--- src/design/fm_register_port_with_two_timers_assert.svh ---
// Assertion macros used by the register port design file.
// Each macro expects signals named clk and rst_n in the enclosing scope.
`ifndef FM_REGISTER_PORT_WITH_TWO_TIMERS_ASSERT_SVH
`define FM_REGISTER_PORT_WITH_TWO_TIMERS_ASSERT_SVH

`ifndef SYNTHESIS

// Same-cycle implication.
`define FMRP_ASSERT_NOW(lbl, ante, cons) \
  lbl: assert property (@(posedge clk) disable iff (!rst_n) (ante) |-> (cons)) \
    else $error("assertion failed: same-cycle check");

// Next-cycle implication.
`define FMRP_ASSERT_NEXT(lbl, ante, cons) \
  lbl: assert property (@(posedge clk) disable iff (!rst_n) (ante) |=> (cons)) \
    else $error("assertion failed: next-cycle check");

`else

`define FMRP_ASSERT_NOW(lbl, ante, cons)
`define FMRP_ASSERT_NEXT(lbl, ante, cons)

`endif

`endif

--- src/design/fmrp_pkg.sv ---
`default_nettype none

package fmrp_pkg;

  // Bus transaction kinds
  localparam logic [1:0] MODE_WRITE  = 2'd0;
  localparam logic [1:0] MODE_READ   = 2'd1;
  localparam logic [1:0] MODE_UPDATE = 2'd2;

  // Register selects with special handling
  localparam logic [7:0] SEL_DAC_SAMPLE = 8'h2a;
  localparam logic [7:0] SEL_DAC_ENABLE = 8'h2b;
  localparam logic [7:0] SEL_TIMER_CTRL = 8'h27;
  localparam logic [7:0] SEL_TIMER_AHI  = 8'h24;
  localparam logic [7:0] SEL_TIMER_ALO  = 8'h25;
  localparam logic [7:0] SEL_TIMER_B    = 8'h26;

  // Periods in usec fit in 17 bits (max 288 * 256)
  localparam int PERIOD_W = 17;
  localparam logic [PERIOD_W-1:0] PERIOD_A_RST = 17'd18432;
  localparam logic [PERIOD_W-1:0] PERIOD_B_RST = 17'd73728;

  typedef struct packed {
    logic [1:0]  mode;
    logic [1:0]  port;
    logic [7:0]  data;
    logic [31:0] now_usec;
  } in_item_t;

  typedef struct packed {
    logic [1:0] status_flags;
    logic       forward_to_synth;
    logic       dac_sample_strobe;
    logic       dac_enable_strobe;
    logic [1:0] out_port;
    logic [7:0] out_data;
  } out_item_t;

  // Per-transaction control from the port decode to one timer
  typedef struct packed {
    logic                fire;
    logic                load;
    logic                update;
    logic                run;
    logic [PERIOD_W-1:0] period;
  } timer_ctl_t;

  // Timer A period: 18 * (1024 - count)
  function automatic logic [PERIOD_W-1:0] period_a(input logic [7:0] hi,
                                                   input logic [1:0] lo);
    logic [10:0] cnt;
    cnt = 11'd1024 - {1'b0, hi, lo};
    return PERIOD_W'(cnt) * PERIOD_W'(18);
  endfunction

  // Timer B period: 288 * (256 - load)
  function automatic logic [PERIOD_W-1:0] period_b(input logic [7:0] load);
    logic [8:0] cnt;
    cnt = 9'd256 - {1'b0, load};
    return PERIOD_W'(cnt) * PERIOD_W'(288);
  endfunction

endpackage

`default_nettype wire

--- src/design/fmrp_timer.sv ---
`default_nettype none

// One interval timer: elapsed accumulator and last-seen time.
module fmrp_timer (
  input  wire logic                 clk,
  input  wire logic                 rst_n,
  input  wire fmrp_pkg::timer_ctl_t ctl,
  input  wire logic [31:0]          now_usec,
  output logic                      tick
);

  logic [31:0] elapsed_r, elapsed_nxt;
  logic [31:0] last_r, last_nxt;
  logic [31:0] sum;

  // Accumulate elapsed time, subtract at most one period per update
  always_comb begin
    sum         = elapsed_r + (now_usec - last_r);
    elapsed_nxt = elapsed_r;
    last_nxt    = last_r;
    tick        = 1'b0;
    if (ctl.fire) begin
      if (ctl.load) begin
        elapsed_nxt = '0;
        last_nxt    = now_usec;
      end else if (ctl.update && ctl.run && (now_usec != last_r)) begin
        last_nxt = now_usec;
        if (sum >= 32'(ctl.period)) begin
          tick        = 1'b1;
          elapsed_nxt = sum - 32'(ctl.period);
        end else begin
          elapsed_nxt = sum;
        end
      end
    end
  end

  always_ff @(posedge clk) begin
    if (!rst_n) begin
      elapsed_r <= '0;
      last_r    <= '0;
    end else begin
      elapsed_r <= elapsed_nxt;
      last_r    <= last_nxt;
    end
  end

endmodule

`default_nettype wire

--- src/design/fm_register_port_with_two_timers.sv ---
// Register port front end with timers A and B.
// Input channel in_valid/in_ready/in_item carries bus writes, status
// reads and time updates, each stamped with a microsecond time.
// Result channel out_valid/out_ready/out_item returns exactly one result
// per transaction: overflow flags, forwarding and DAC strobe flags, and
// the echoed port and data byte.
// An accepted transaction goes into the input stage register, and its
// result then goes into the result register.
// Throughput: one transaction per cycle while the receiver does not stall;
// the decode, timer accumulate and period compare all sit between the input
// stage and the result register. Timer periods are kept as registers and
// recomputed on period writes. Reset (synchronous, active low) clears
// register selects, timer control, timer accumulators, overflow flags and both pipeline valid bits.
// When the receiver stalls, the result register holds; the input stage
// still takes one more transaction, and in_ready drops only when both
// the stage and the result register are full.
`default_nettype none

`include "fm_register_port_with_two_timers_assert.svh"

module fm_register_port_with_two_timers (
  input  wire logic                clk,
  input  wire logic                rst_n,
  input  wire logic                in_valid,
  output logic                     in_ready,
  input  wire fmrp_pkg::in_item_t  in_item,
  output logic                     out_valid,
  input  wire logic                out_ready,
  output fmrp_pkg::out_item_t      out_item
);

  // Input stage
  fmrp_pkg::in_item_t stage_r;
  logic               stage_v_r;
  logic               advance;

  // Result register
  fmrp_pkg::out_item_t out_item_r, out_item_nxt;
  logic                out_v_r;

  // Port state
  logic [7:0] sel_r [2];
  logic [7:0] sel_nxt [2];
  logic [7:0] ctl_r, ctl_nxt;
  logic [7:0] a_hi_r, a_hi_nxt;
  logic [1:0] a_lo_r, a_lo_nxt;
  logic [fmrp_pkg::PERIOD_W-1:0] pa_r, pa_nxt;
  logic [fmrp_pkg::PERIOD_W-1:0] pb_r, pb_nxt;
  logic [1:0] ovf_r, ovf_base, ovf_nxt;

  // Decode results
  logic       part;
  logic [7:0] sel;
  logic [7:0] v;
  logic       fwd, dsam, den;
  logic       load_a, load_b, upd;
  logic       tick_a, tick_b;

  fmrp_pkg::timer_ctl_t ta_ctl, tb_ctl;

  assign advance  = stage_v_r && (!out_v_r || out_ready);
  assign in_ready = !stage_v_r || advance;

  assign part = stage_r.port[1];
  assign sel  = sel_r[part];

  // Transaction decode and register shadowing
  always_comb begin
    sel_nxt  = sel_r;
    ctl_nxt  = ctl_r;
    a_hi_nxt = a_hi_r;
    a_lo_nxt = a_lo_r;
    pa_nxt   = pa_r;
    pb_nxt   = pb_r;
    ovf_base = ovf_r;
    v        = stage_r.data;
    fwd      = 1'b0;
    dsam     = 1'b0;
    den      = 1'b0;
    load_a   = 1'b0;
    load_b   = 1'b0;
    upd      = 1'b0;
    case (stage_r.mode)
      fmrp_pkg::MODE_WRITE: begin
        fwd = 1'b1;
        if (!stage_r.port[0]) begin
          sel_nxt[part] = v;
        end else begin
          if (sel == fmrp_pkg::SEL_DAC_SAMPLE) begin
            dsam = 1'b1;
            fwd  = 1'b0;
          end
          if (sel == fmrp_pkg::SEL_DAC_ENABLE) begin
            den = 1'b1;
            fwd = 1'b0;
          end
          if (sel == fmrp_pkg::SEL_TIMER_CTRL) begin
            load_a = v[0] && !ctl_r[0];
            load_b = v[1] && !ctl_r[1];
            // overflow reset bits clear the flag and are not stored
            if (v[4]) begin
              ovf_base[0] = 1'b0;
              v[4]        = 1'b0;
            end
            if (v[5]) begin
              ovf_base[1] = 1'b0;
              v[5]        = 1'b0;
            end
          end
          if (!part) begin
            case (sel)
              fmrp_pkg::SEL_TIMER_CTRL: ctl_nxt = v;
              fmrp_pkg::SEL_TIMER_AHI: begin
                a_hi_nxt = v;
                pa_nxt   = fmrp_pkg::period_a(v, a_lo_r);
              end
              fmrp_pkg::SEL_TIMER_ALO: begin
                a_lo_nxt = v[1:0];
                pa_nxt   = fmrp_pkg::period_a(a_hi_r, v[1:0]);
              end
              fmrp_pkg::SEL_TIMER_B: pb_nxt = fmrp_pkg::period_b(v);
              default: ;
            endcase
          end
        end
      end
      fmrp_pkg::MODE_READ,
      fmrp_pkg::MODE_UPDATE: upd = 1'b1;
      default: ;
    endcase
  end

  // Timers
  assign ta_ctl = '{fire: advance, load: load_a, update: upd, run: ctl_r[0], period: pa_r};
  assign tb_ctl = '{fire: advance, load: load_b, update: upd, run: ctl_r[1], period: pb_r};

  fmrp_timer u_timer_a (
    .clk      (clk),
    .rst_n    (rst_n),
    .ctl      (ta_ctl),
    .now_usec (stage_r.now_usec),
    .tick     (tick_a)
  );

  fmrp_timer u_timer_b (
    .clk      (clk),
    .rst_n    (rst_n),
    .ctl      (tb_ctl),
    .now_usec (stage_r.now_usec),
    .tick     (tick_b)
  );

  // Overflow flags set only when the timer's enable bit is on
  assign ovf_nxt = ovf_base | {tick_b & ctl_r[3], tick_a & ctl_r[2]};

  // Result assembly
  always_comb begin
    out_item_nxt.status_flags      = ovf_nxt;
    out_item_nxt.forward_to_synth  = fwd;
    out_item_nxt.dac_sample_strobe = dsam;
    out_item_nxt.dac_enable_strobe = den;
    out_item_nxt.out_port          = stage_r.port;
    out_item_nxt.out_data          = (stage_r.mode == fmrp_pkg::MODE_WRITE) ? v : 8'd0;
  end

  // Pipeline control
  always_ff @(posedge clk) begin
    if (!rst_n) begin
      stage_v_r <= 1'b0;
      out_v_r   <= 1'b0;
    end else begin
      if (in_ready) begin
        stage_v_r <= in_valid;
      end
      if (advance) begin
        out_v_r <= 1'b1;
      end else if (out_ready) begin
        out_v_r <= 1'b0;
      end
    end
  end

  // Payload registers
  always_ff @(posedge clk) begin
    if (in_ready && in_valid) begin
      stage_r <= in_item;
    end
    if (advance) begin
      out_item_r <= out_item_nxt;
    end
  end

  // Port state registers
  always_ff @(posedge clk) begin
    if (!rst_n) begin
      sel_r[0] <= '0;
      sel_r[1] <= '0;
      ctl_r    <= '0;
      a_hi_r   <= '0;
      a_lo_r   <= '0;
      pa_r     <= fmrp_pkg::PERIOD_A_RST;
      pb_r     <= fmrp_pkg::PERIOD_B_RST;
      ovf_r    <= '0;
    end else if (advance) begin
      sel_r[0] <= sel_nxt[0];
      sel_r[1] <= sel_nxt[1];
      ctl_r    <= ctl_nxt;
      a_hi_r   <= a_hi_nxt;
      a_lo_r   <= a_lo_nxt;
      pa_r     <= pa_nxt;
      pb_r     <= pb_nxt;
      ovf_r    <= ovf_nxt;
    end
  end

  assign out_valid = out_v_r;
  assign out_item  = out_item_r;

  // Checks
  `FMRP_ASSERT_NEXT(a_adv_result, advance, out_v_r)
  `FMRP_ASSERT_NOW(a_ready_when_out_free, stage_v_r && !out_v_r, in_ready)
  `FMRP_ASSERT_NOW(a_full_stall, stage_v_r && out_v_r && !out_ready, !in_ready)
  `FMRP_ASSERT_NOW(a_ovf_a_enabled, $rose(ovf_r[0]), $past(ctl_r[2]))
  `FMRP_ASSERT_NOW(a_ovf_b_enabled, $rose(ovf_r[1]), $past(ctl_r[3]))

endmodule

`default_nettype wire

--- config.mk ---
export PLATFORM = sky130hd
export DESIGN_NAME = fm_register_port_with_two_timers
export DESIGN_NICKNAME = d
export VERILOG_FILES = /design/src/design/fmrp_pkg.sv /design/src/design/fmrp_timer.sv /design/src/design/fm_register_port_with_two_timers.sv
export VERILOG_INCLUDE_DIRS = /design/src /design/src/design
export SDC_FILE = /design/constraint.sdc
export NUM_CORES = 1
export LEC_CHECK = 0
export ABC_AREA = 1
export ABC_CLOCK_PERIOD_IN_PS = 5200
export BUFFER_PORTS_ARGS = -buffer_cell sky130_fd_sc_hd__buf_2
export CAP_MARGIN = 20
export CORE_MARGIN = 2
export CORE_UTILIZATION = 50
export CTS_BUF_LIST = sky130_fd_sc_hd__clkbuf_2 sky130_fd_sc_hd__clkbuf_4 sky130_fd_sc_hd__clkbuf_8
export DETAILED_ROUTE_END_ITERATION = 16
export MAX_ROUTING_LAYER = met4
export PLACE_DENSITY = 0.66
export RECOVER_POWER = 50
export SYNTH_ARGS = -nofsm -noshare
export SYNTH_HDL_FRONTEND = slang
export SYNTH_SLANG_ARGS = --single-unit
--- constraint.sdc ---
create_clock -name clk -period 5.2 [get_ports clk]
set_clock_uncertainty 0.1 [all_clocks]
set_input_delay 0.26 -clock clk [delete_from_list [all_inputs] [get_ports clk]]
set_output_delay 0.26 -clock clk [all_outputs]
set_load 0.01 [all_outputs]
==> results of run 1 <==
layout by cell type, fill, tap and decap left out, drive strengths merged, types with 49 or more instances in the layout:
master         n
a21oi        275
buf           57
clkbuf       116
dfxtp        189
dlygate4sd3   49
edfxtp        59
fa            67
ha           196
inv          669
nand2        735
nand3        179
nand4         57
nor2         204
o21ai        164
xor2          70
area by class of cell:
class	count	area, sq um
Inverter	669	2510
Clock inverter	9	130
Multi-Input combinational cell	2084	12600
Tap cell	539	674
Clock buffer	77	947
Fill cell	4159	18200
Timing Repair Buffer	145	1010
Sequential cell	248	5560
registers in the layout, indices dropped and copies added, names as in the netlist, 12 cells and up:
register	flops
u_timer_b.last_r	32
pa_r	15
u_timer_a.last_r	32
u_timer_b.elapsed_r	32
pb_r	12
stage_r	42
out_item	15
sel_r	16
u_timer_a.elapsed_r	32
worst min path at each step:
stage / end / slack (ns) / start / cells past startpoint
6_report: out_item_nxt[8] / 0.25 / in_item[40] / 2
5_1_grt: out_item_nxt[9] / 0.23 / in_item[41] / 2
4_1_cts: stage_r[42] / 0.20 / in_item[42] / 2
3_5_place_dp: stage_r[23] / 0.34 / in_item[23] / 1
3_3_place_gp: stage_r[39] / 0.34 / in_item[39] / 1
2_1_floorplan: out_item_nxt[8] / 0.26 / in_item[40] / 0
logic make-up (layout without fill, tap and decap cells):
family / Yosys count / after routing / synth area share [%]
flip-flops: 248 / 248 / 26.5
AO/OA/AOI/OAI: 486 / 486 / 12.3
buffers and inverters: 739 / 900 / 13.6
adder cells (fa/ha/maj): 263 / 263 / 18.1
XOR/XNOR: 92 / 92 / 3.84
AND/OR/NAND/NOR: 1243 / 1243 / 25.7
report_power, final:
group	switching, uW	leakage, uW	internal (uW)
registers	33.3	0.00210	2010
clock network	912	0.000567	1300
logic	1210	0.00862	628
total	2150	0.0113	3940
metrics by stage:
step / utilization [%] / power, uW / worst slack, ns / hold WS, ns / instance area, sq um
after global placement: 52.4 / 3830 / 0.0571 / 0.336 / 21800
after detailed placement: 52.4 / 3840 / 0.118 / 0.338 / 21800
after global routing: 56.3 / 6420 / 0.0187 / 0.233 / 23400
final: 56.3 / 6090 / 0.276 / 0.251 / 23400
after floorplan: - / 3340 / 1.20 / 0.259 / 21000
after CTS: 56.1 / 6090 / 0.0752 / 0.202 / 23400
repair_timing:
action	4_1_cts	5_1_grt
setup endpoints to repair	0	37
buffers inserted	0	6
hold endpoints to repair	53	0
gates resized for setup	0	13
hold buffers	49	0
routing by layer:
layer  part of all wire, %  track usage (%)  wire, um
met5                     0                -         0
met4                   5.2             14.8      3610
met3                   6.0             4.81      4100
met2                    45             51.7     30700
met1                    44             41.6     30400
==> run summary, run 1 <==
The core footprint was 41,700 sq um. The longest individual stage delay on the worst path was 0.57 ns; the worst-path maximum fanout was 28. The run finished, with violations left. The post-route clock period utilization came out at 94.7%. The tools report the critical path capture point type as a flop. The first global-routing pass estimated 107,000 um of wire. The run gives 1,474 as the starting DRC count in detailed routing. The most common flop cell mapped by yosys was dfxtp_1. Once detail routing completed, the nets flagged for antenna violations numbered 0.

The number of hold-slack violations in the final timing report is 0. Counting distinct cell types in the post-synthesis netlist gives 52. Yosys printed 0 warnings.

The die width works out to 209 um. The I/O pin total is 65. Cell repeated most along the worst path: nand2_1.

For the worst flop-to-flop path, the logic depth is 26. The later pin in the worst-skew pair is clocked with a latency of 0.63 ns. The cell depth of the worst setup path works out to 26.

The worst setup path is of the flop to flop kind. For the die footprint, the log shows 43,600 sq um. The clock slew at the register clock pins of the worst setup and hold paths works out to 0.07 ns. The tools report the DRC violations left as 0. After synthesis, the cell types taking the most area are dfxtp_1 18%, nand2_1 13%, inv_1 12%, ha_1 12%, edfxtp_1 8.5%. Relative to the synthesized area, the layout overhead comes to 11.9%.

Summed over all failing endpoints, the final setup total negative slack is 0 ns. The launching element of the worst setup path was stage_r[14]. The biggest area contributor in the post-synthesis netlist is dfxtp_1. In the final routed layout, each cell accounts on average for 18.3 um. The cell area power density came out at 260 nW/um^2. Counting both buffers and inverters, the worst setup path holds a total of 5. The reg-to-reg setup timing slack came out at 0.28 ns. For the half-perimeter wire length after placement, the log shows 55,400 um. The routed design could run at a clock period as short as 4.92 ns. The checks that failed: max-capacitance violations, max-slew violations. The logs give 0 for the initial antenna violation count and 75 for the cell row count. Global routing consumed, over all layers together, 32.7% of the routing resources. For the number of inserted diodes, the log shows 0. STA puts the critical path data arrival time at 5.37 ns. The logs give 46 for the TritonCTS buffer count and -39.5% for the headroom to the max-slew limit. The tools report the total via count after detailed routing as 19,889. The critical-path cell with the highest stage delay was fa_1. The initial core utilization is 50.3%. nand2_1 is the most common cell in the netlist. Summed over all layers, the routed wires come to 68,800 um. The maximum buffer depth of the clock tree was 3; the H-tree level count was 2.

The end of the critical path was u_timer_a.elapsed_r[6]. For this design, the sink count on the clock tree is 248. The logs give 3,382 for the synthesized netlist net count and 5.65 ns for the critical path required time. The tools report the endpoint of the worst register-to-register path as u_timer_a.elapsed_r[6].

The first TritonRoute pass finished after 6 iterations. The actual slew at the worst max-slew pin was 2.09 ns; the synthesized flop and latch total was 248. The post-route netlist has 7.15% of its cells at a drive strength greater than 1. The family with the most delay on the worst path was simple AND/OR/NAND/NOR gates. The number of instances in the placed design is 3,627. Ranked by instance count, the synthesized netlist is headed by 715 x nand2_1, 654 x inv_1, 272 x a21oi_1, 196 x ha_1, 189 x dfxtp_1.

Derived from the worst setup path, the maximum achievable clock frequency is 203 MHz. Entering global routing, the biggest net connects 103 pins. The worst setup path is launched from a flop. For this run, asynchronously set or reset flops after synthesis account for 0%. IR analysis of the VDD net gives a maximum drop of 0.000191 V.

Count of input and output buffers: 64. The congestion estimate from routability-driven global placement came to 0.996. The tools report the max-cap violation count as 1. The via-per-instance ratio was 5.27. The tools report the startpoint of the worst register-to-register path as stage_r[14]. The run gives 0.0113 uW as the standby leakage power. The number of flops mapped to enable cells by yosys is 59. The average instance in the mapped netlist occupies 6.82 sq um. Setup repair after global routing left no endpoint under its margin. TritonCTS built the clock tree.

The root buffer selected by CTS was clkbuf_8. The run gives 19,262 as the via count of the first global-routing pass. After synthesis, the largest area contributor takes up 18.1% of total cell area. The run gives 0 as the remaining global-route overflow.

Class of the worst hold path: primary input to flop. Of the synthesized area, sequential elements account for 26.5%. The final net count is 3,505. The max-slew violation count was 32; the number of setup violations in the final report was 0. The floorplan die height works out to 209 um. Synthesis produced 3,071 cells. The finished layout holds 3,771 standard cells, fillers aside. In this run the cell area of the synthesized design comes to 21,000 sq um.
Power figures use the tool's default switching activity.
==> run 2: changes to the inputs <==
--- a/config.mk
+++ b/config.mk
@@ -10,6 +10,7 @@
 export ABC_CLOCK_PERIOD_IN_PS = 5200
 export BUFFER_PORTS_ARGS = -buffer_cell sky130_fd_sc_hd__buf_2
 export CAP_MARGIN = 20
+export CORE_ASPECT_RATIO = 2
 export CORE_MARGIN = 2
 export CORE_UTILIZATION = 50
 export CTS_BUF_LIST = sky130_fd_sc_hd__clkbuf_2 sky130_fd_sc_hd__clkbuf_4 sky130_fd_sc_hd__clkbuf_8
==> run 2 against run 1 <==
Net effect: the run still ends with max-capacitance violations, max-slew violations left; via count up 1.1%; cell count rose by 0.88%; setup slack worse by 0.041 ns; clock-buffer cell count fell by 15; maximum frequency down 0.82%; total power down 2.1%; critical path type unchanged.
==> run summary, run 2 (synthesis gave the netlist of run 1 again) <==
The run finished, with violations left. The checks that failed: max-capacitance violations, max-slew violations. The total power of the final layout is 5960 uW (-2.1%), and the DRC violations left is 0 (unchanged). Clock slew at the register clock pins of the worst setup and hold paths: 0.07 ns (about the same). The tools report the number of sinks driven by the clock tree as 248 (unchanged). The starting DRC count in detailed routing is 1,029 (-30%), and the via count of the first global-routing pass is 20,119 (+4.4%). The count of input and output buffers is 64 (unchanged), and the detail-routed net length per standard cell is 19.2 um (+5.2%). The cell area power density works out to 253 nW/um^2 (-2.7%).

The initial core utilization was 50.3% (about the same); the layout overhead on the synthesized area was 12.6%. The setup path with the least slack is of type flop to flop. Final net count: 3,540 (+1.0%).

The highest ir drop seen on vdd was 0.000251 V (+31%); the number of setup violations in the final report was 0 (unchanged). The arrival time reported for the critical path endpoint is 5.37 ns (about the same), and the I/O pin total is 65 (unchanged). The TritonCTS buffer count is 42 (-8.7%).

The die footprint is 43,700 sq um (+0.22%). The headroom to the max-slew limit came out at -63.0% (-23 points). The number of hold-slack violations in the final timing report was 0 (unchanged); the H-tree level count was 2 (unchanged). Final routed wirelength across all metal layers: 73,000 um (+6.1%).

The library cell used most frequently in the layout, excluding fill and tap cells, is nand2_1. The tools report the top achievable clock speed as 201 MHz (-0.82%). The global placer's final weighted congestion came out at 1.01 (+1.2%). The standby leakage power came out at 0.0114 uW (+0.65%). Combined global-route utilization of all metal layers: 34.2% (+1.5 points). The total negative slack was 0 ns (unchanged). The share of post-route cells with drive strength above 1 was 8.18% (+1.0 points); the critical path required time was 5.60 ns (-0.05 ns). Remaining antenna violation count: 0 (unchanged). The tools report the critical path capture point type as a flop.

For the cell row count, the log shows 106 (+41%). The worst-path maximum fanout works out to 12 (-57%). For the final instance count without filler cells, the log shows 3,804 (+0.88%). The floorplan die height is 294 um (+41%).

Max-slew violation count: 38 (+19%). The die width works out to 149 um (-29%). The top cell types in the final layout, fill and taps aside, are 712 x nand2_1, 654 x inv_1, 269 x a21oi_1. The actual slew at the worst max-slew pin works out to 2.44 ns (+0.352 ns). Wire length of the first global-routing pass: 111,000 um (+3.2%). The post-route clock period utilization was 95.5% (+0.79 points); the end-of-flow core utilization was 56.7% (+0.41 points). For the total via count after detailed routing, the log shows 20,107 (+1.1%). Max-cap violation count: 1 (unchanged). Via-per-instance ratio: 5.29 (+0.22%). The tools report the number of iterations in the first detailed-routing pass as 5 (-1).

The run gives 0.62 ns (about the same) as the clock latency of the later-clocked register in the worst-skew pair. Counting flops per register, the top entry is stage_r. For the remaining global-route overflow, the log shows 0 (unchanged). The pin count of the biggest net entering global routing was 110 (+6.8%); the minimum clock period after layout was 4.97 ns (+0.0408 ns).

The tools report the root buffer selected by CTS as clkbuf_8. The half-perimeter wire length after placement was 58,600 um (+5.8%). The worst setup path is launched from a flop.

TritonCTS built the clock tree. The number of instances in the placed design was 3,662 (+0.96%); the number of flip-flops under the largest register name was 42 (unchanged). Setup repair after global routing left no endpoint under its margin. The class of the worst hold path was primary input to flop. The initial antenna violation count is 1 (+1), and the core footprint is 41,600 sq um (about the same). The maximum buffer depth of the clock tree is 3 (unchanged).
-- run 2: changes by cell type in the layout (fill, tap and decap cells not counted), moves of 3 or more --
cell	delta
clkbuf_8	-9
dlygate4sd3_1	-3
nand2_2	+3
ha_2	+4
clkinv_2	+7
clkbuf_4	-6
clkbuf_1	+5
nand2_1	-3
buf_2	-6
ha_1	-4
buf_4	+40
-- run 2: worst paths after layout --
kind              cells after the start  slack [ns]                   start                      end
hold / removal                        3        0.19                   rst_n                out_valid
hold reg to reg                       2        0.36  u_timer_b.elapsed_r[0]   u_timer_b.elapsed_r[0]
setup / recovery                     23        0.23              stage_r[1]  u_timer_b.elapsed_r[13]
setup reg to reg                     23        0.23              stage_r[1]  u_timer_b.elapsed_r[13]
-- run 2: power by group --
group | switching (uW) | total [uW] | internal [uW] | leakage [uW]
sequential | 32.3 | 2040 | 2010 | 0.00210
combinational | 1270 | 1970 | 704 | 0.00878
clock | 924 | 1950 | 1030 | 0.000480
-- run 2: critical path: stages (launching register included) --
cell	delay, ns
edfxtp_1	0.39
inv_1	0.11
fa_1	0.56
inv_1	0.08
fa_1	0.49
nand3_1	0.11
nand3_2	0.09
nand2_1	0.07
nand2_1	0.09
nand2_1	0.12
nand2_1	0.19
xor2_1	0.22
ha_1	0.39
nand2_1	0.10
nor2_1	0.19
nand2_1	0.15
nor4_1	0.19
nand3_1	0.22
nand2_1	0.21
nand3_4	0.15
buf_4	0.22
nand4_1	0.09
nand3_1	0.13
a21oi_1	0.18
-- run 2: layer usage --
layer  global-route usage (%)  vias up  part of all wire (%)
met1                     34.7     9298                    36
met2                     62.3      594                    52
met4                     22.5        0                   8.1
li1                         -     9984                     -
met5                        -        -                     0
met3                     2.70      231                   3.5
-- run 2: cell type report --
class / instances / area, sq um
diodes: 1 / 2.50
clock buffers: 62 / 778
clock inverters: 16 / 124
fillers: 4222 / 18000
inverters: 669 / 2510
multi-input cells: 2086 / 12700
flip-flops and latches: 248 / 5560
well taps: 540 / 676
repair buffers: 182 / 1280
-- run 2: timing repair --
action                                  CTS  global route
hold endpoints to repair                 46             0
hold buffers                             46             0
resized for setup                         0            23
setup buffers                             0            12
endpoints found under the setup margin    0            62
-- run 2: through the flow --
| stage | hold slack [ns] | setup slack (ns) | cell area [sq um] |
|---|---|---|---|
| after floorplan | 0.259 | 1.20 | 21000 |
| after global placement | 0.338 | 0.135 | 22100 |
| after detailed placement | 0.338 | 0.0845 | 22100 |
| after CTS | 0.154 | 0.0510 | 23400 |
| after global routing | 0.215 | 0.00417 | 23600 |
| final | 0.187 | 0.235 | 23600 |
==> run 3: changes to the inputs <==
--- a/config.mk
+++ b/config.mk
@@ -12,12 +12,12 @@
 export CAP_MARGIN = 20
 export CORE_ASPECT_RATIO = 2
 export CORE_MARGIN = 2
-export CORE_UTILIZATION = 50
+export CORE_UTILIZATION = 65
 export CTS_BUF_LIST = sky130_fd_sc_hd__clkbuf_2 sky130_fd_sc_hd__clkbuf_4 sky130_fd_sc_hd__clkbuf_8
 export DETAILED_ROUTE_END_ITERATION = 16
 export MAX_ROUTING_LAYER = met4
-export PLACE_DENSITY = 0.66
-export RECOVER_POWER = 50
+export PLACE_DENSITY = 0.83
+export RECOVER_POWER = 25
 export SYNTH_ARGS = -nofsm -noshare
 export SYNTH_HDL_FRONTEND = slang
 export SYNTH_SLANG_ARGS = --single-unit
==> run 3 against run 2 <==
Net effect: the run still ends with max-capacitance violations, max-slew violations left; die area fell by 23%; final area fell by 0.98%; clock power rose by 3%; critical path depth fell by 4; total power rose by 0.73%; first-iteration DRC count rose by 95%; critical path type unchanged.
==> run summary, run 3 (synthesis gave the netlist of run 1 again) <==
The flow ran to the end, but the final reports show violations. The final reports fail on max-capacitance violations, max-slew violations. The tools report the headroom to the max-slew limit as -35.2% (+28 points). The run gives 93 (-12%) as the cell row count.

The actual slew at the worst max-slew pin was 2.03 ns (-0.419 ns); the standby leakage power was 0.0113 uW (-0.76%). Top achievable clock speed: 200 MHz (-0.66%). Max-cap violation count: 1 (unchanged). The tools report the startpoint of the worst register-to-register path as stage_r[20]. The tools report the global placer's final weighted congestion as 1.03 (+2.2%). CTS placed an instance of clkbuf_8 at the clock tree root. The number of sinks driven by the clock tree is 248 (unchanged).

TritonCTS built the clock tree. The run gives 0 (unchanged) as the remaining global-route overflow. Remaining antenna violation count: 0 (unchanged). The half-perimeter wire length after placement is 56,100 um (-4.3%), and the total via count after detailed routing is 21,524 (+7.0%). Class of the worst hold path: primary input to flop. The number of iterations in the first detailed-routing pass is 9 (+4). The count of input and output buffers works out to 64 (unchanged).

STA classifies the critical path endpoint as a flop. The logs give 76,200 um (+4.3%) for the final routed wirelength across all metal layers and 65 (unchanged) for the I/O pin total. The critical path required time came out at 5.62 ns (+0.02 ns). The logs give 45 (+18%) for the max-slew violation count and 5.42 ns (+0.05 ns) for the arrival time reported for the critical path endpoint. Wire length of the first global-routing pass: 116,000 um (+4.6%).

The run gives 0.20 ns (-0.03 ns) as the reg-to-reg setup timing slack. The hold-critical path depth was 3 (unchanged); the clock slew at the register clock pins of the worst setup and hold paths was 0.08 ns (about the same). The maximum buffer depth of the clock tree is 3 (unchanged). Core footprint: 32,000 sq um (-23%). The kind of critical path was flop to flop. The die width is 131 um (-12%), and the initial antenna violation count is 3 (+2). The run gives 0 (unchanged) as the number of hold-slack violations in the final timing report.

The worst hold path terminates at pb_r[16]. The detail-routed net length per standard cell was 20.8 um (+8.5%); the share of post-route cells with drive strength above 1 was 7.72% (-0.47 points). The H-tree level count is 2 (unchanged). The number of inserted filler cells in the final layout was 2,473 (-41%); the via-per-instance ratio was 5.89 (+11%). The floorplan die height is 258 um (-12%). The library cell used most frequently in the layout, excluding fill and tap cells, is nand2_1. STA classifies the critical path startpoint as a flop.

The tools report the clock latency of the later-clocked register in the worst-skew pair as 0.61 ns (about the same). The post-route clock period utilization works out to 96.1% (+0.63 points). Counting flops per register, the top entry is stage_r.

Pin count of the biggest net entering global routing: 82 (-25%). The depth of the most critical reg-to-reg path is 19 (-17%). The logs give 0.000249 V (-0.77%) for the highest ir drop seen on vdd and 0 (unchanged) for the DRC violations left. In the layout the commonest cells are 712 x nand2_1, 654 x inv_1, 268 x a21oi_1.

The final net count came out at 3,510 (-0.85%). The worst hold path startpoint is rst_n. The cell area power density is 257 nW/um^2 (+1.7%), and the minimum clock period after layout is 5.00 ns (+0.0329 ns). The number of setup violations in the final report was 0 (unchanged); the number of flip-flops under the largest register name was 42 (unchanged). The combined global-route utilization of all metal layers was 46.4% (+12 points); the layout overhead on the synthesized area was 11.5%.

The die footprint was 33,800 sq um (-23%). The tools report the starting DRC count in detailed routing as 2,006 (+95%). The logs give 0 ns (unchanged) for the total negative slack and 21,517 (+6.9%) for the via count of the first global-routing pass. The end-of-flow core utilization was 73.1% (+16 points); the initial core utilization was 65.5% (+15 points). The tools report the TritonCTS buffer count as 37 (-12%). The worst register-to-register path ends at u_timer_a.elapsed_r[5]. The worst-path maximum fanout is 10 (-2).
[run 3: cell count changes in the layout (fill, tap and decap cells not counted), sizes merged]
cell and change:
buf -17, bufinv +5, clkbuf -25, clkinvlp +1, diode +2, dlygate4sd3 +2
inv -1, nand3 -1
[run 3: layout make-up]
| type | instances | area [sq um] | share of cell area [%] |
|---|---|---|---|
| Multi-Input combinational cell | 2085 | 12700 | 54.4 |
| Timing Repair Buffer | 158 | 1150 | 4.93 |
| Clock inverter | 21 | 292 | 1.25 |
| Sequential cell | 248 | 5560 | 23.8 |
| Antenna cell | 3 | 7.51 | 0.0321 |
| Inverter | 669 | 2510 | 10.7 |
| Clock buffer | 46 | 602 | 2.57 |
| Tap cell | 427 | 534 | 2.29 |
[run 3: metal layers]
| metal | up-vias | wire length, um | GRT usage [%] | share of wire [%] |
|---|---|---|---|---|
| met5 | - | 0 | - | 0 |
| met4 | 0 | 9410 | 42.5 | 12 |
| met2 | 1304 | 35700 | 73.5 | 47 |
| met1 | 9807 | 24200 | 45.2 | 32 |
| li1 | 9919 | - | - | - |
| met3 | 494 | 6930 | 12.2 | 9.1 |
[run 3: metrics by stage]
step	instance area (sq um)	worst slack (ns)	hold WS, ns	std cells	total power (uW)
after global routing	23400	-0.0202	0.169	3657	6240
after global placement	21800	0.108	0.336	3527	3830
after detailed placement	21800	0.114	0.338	3527	3870
after CTS	23200	0.0518	0.126	3642	5860
final	23400	0.202	0.166	3657	6010
after floorplan	21000	1.20	0.259	3071	3340
[run 3: what timing repair did]
action	4_1_cts	5_1_grt
resized for setup	0	33
endpoints found under the setup margin	0	52
hold endpoints to repair	46	0
hold buffers	48	0
buffers inserted	0	8
[run 3: how the worst max path moves through the flow]
stage	slack, ns	startpoint	end
6_report	0.20	stage_r[20]	u_timer_a.elapsed_r[5]
5_1_grt	-0.02	stage_r[3]	u_timer_a.elapsed_r[6]
4_1_cts	0.05	stage_r[3]	u_timer_a.elapsed_r[6]
3_5_place_dp	0.11	stage_r[3]	u_timer_a.elapsed_r[19]
3_3_place_gp	0.11	stage_r[3]	u_timer_a.elapsed_r[27]
2_1_floorplan	1.20	stage_r[1]	u_timer_b.elapsed_r[27]
[run 3: power breakdown]
part	switching, uW	internal, uW
combinational	1290	660
sequential	36.2	2010
clock	925	1080
[run 3: worst max-delay path, cell delays in order, from the launching register on]
cell and delay [ns]:
edfxtp_1 0.51, inv_1 0.17, fa_1 0.59, inv_1 0.05, ha_1 0.35, nand2_1 0.11, nor2_1 0.74, nand2_1 0.22
nor2_1 0.16, nand2_1 0.25, nand4_1 0.25, nand2_1 0.14, nor2_1 0.17, nand2_1 0.11, nor2_4 0.24, nand2_4 0.16
buf_4 0.20, a21oi_1 0.16, o21ai_1 0.09, a21oi_1 0.15
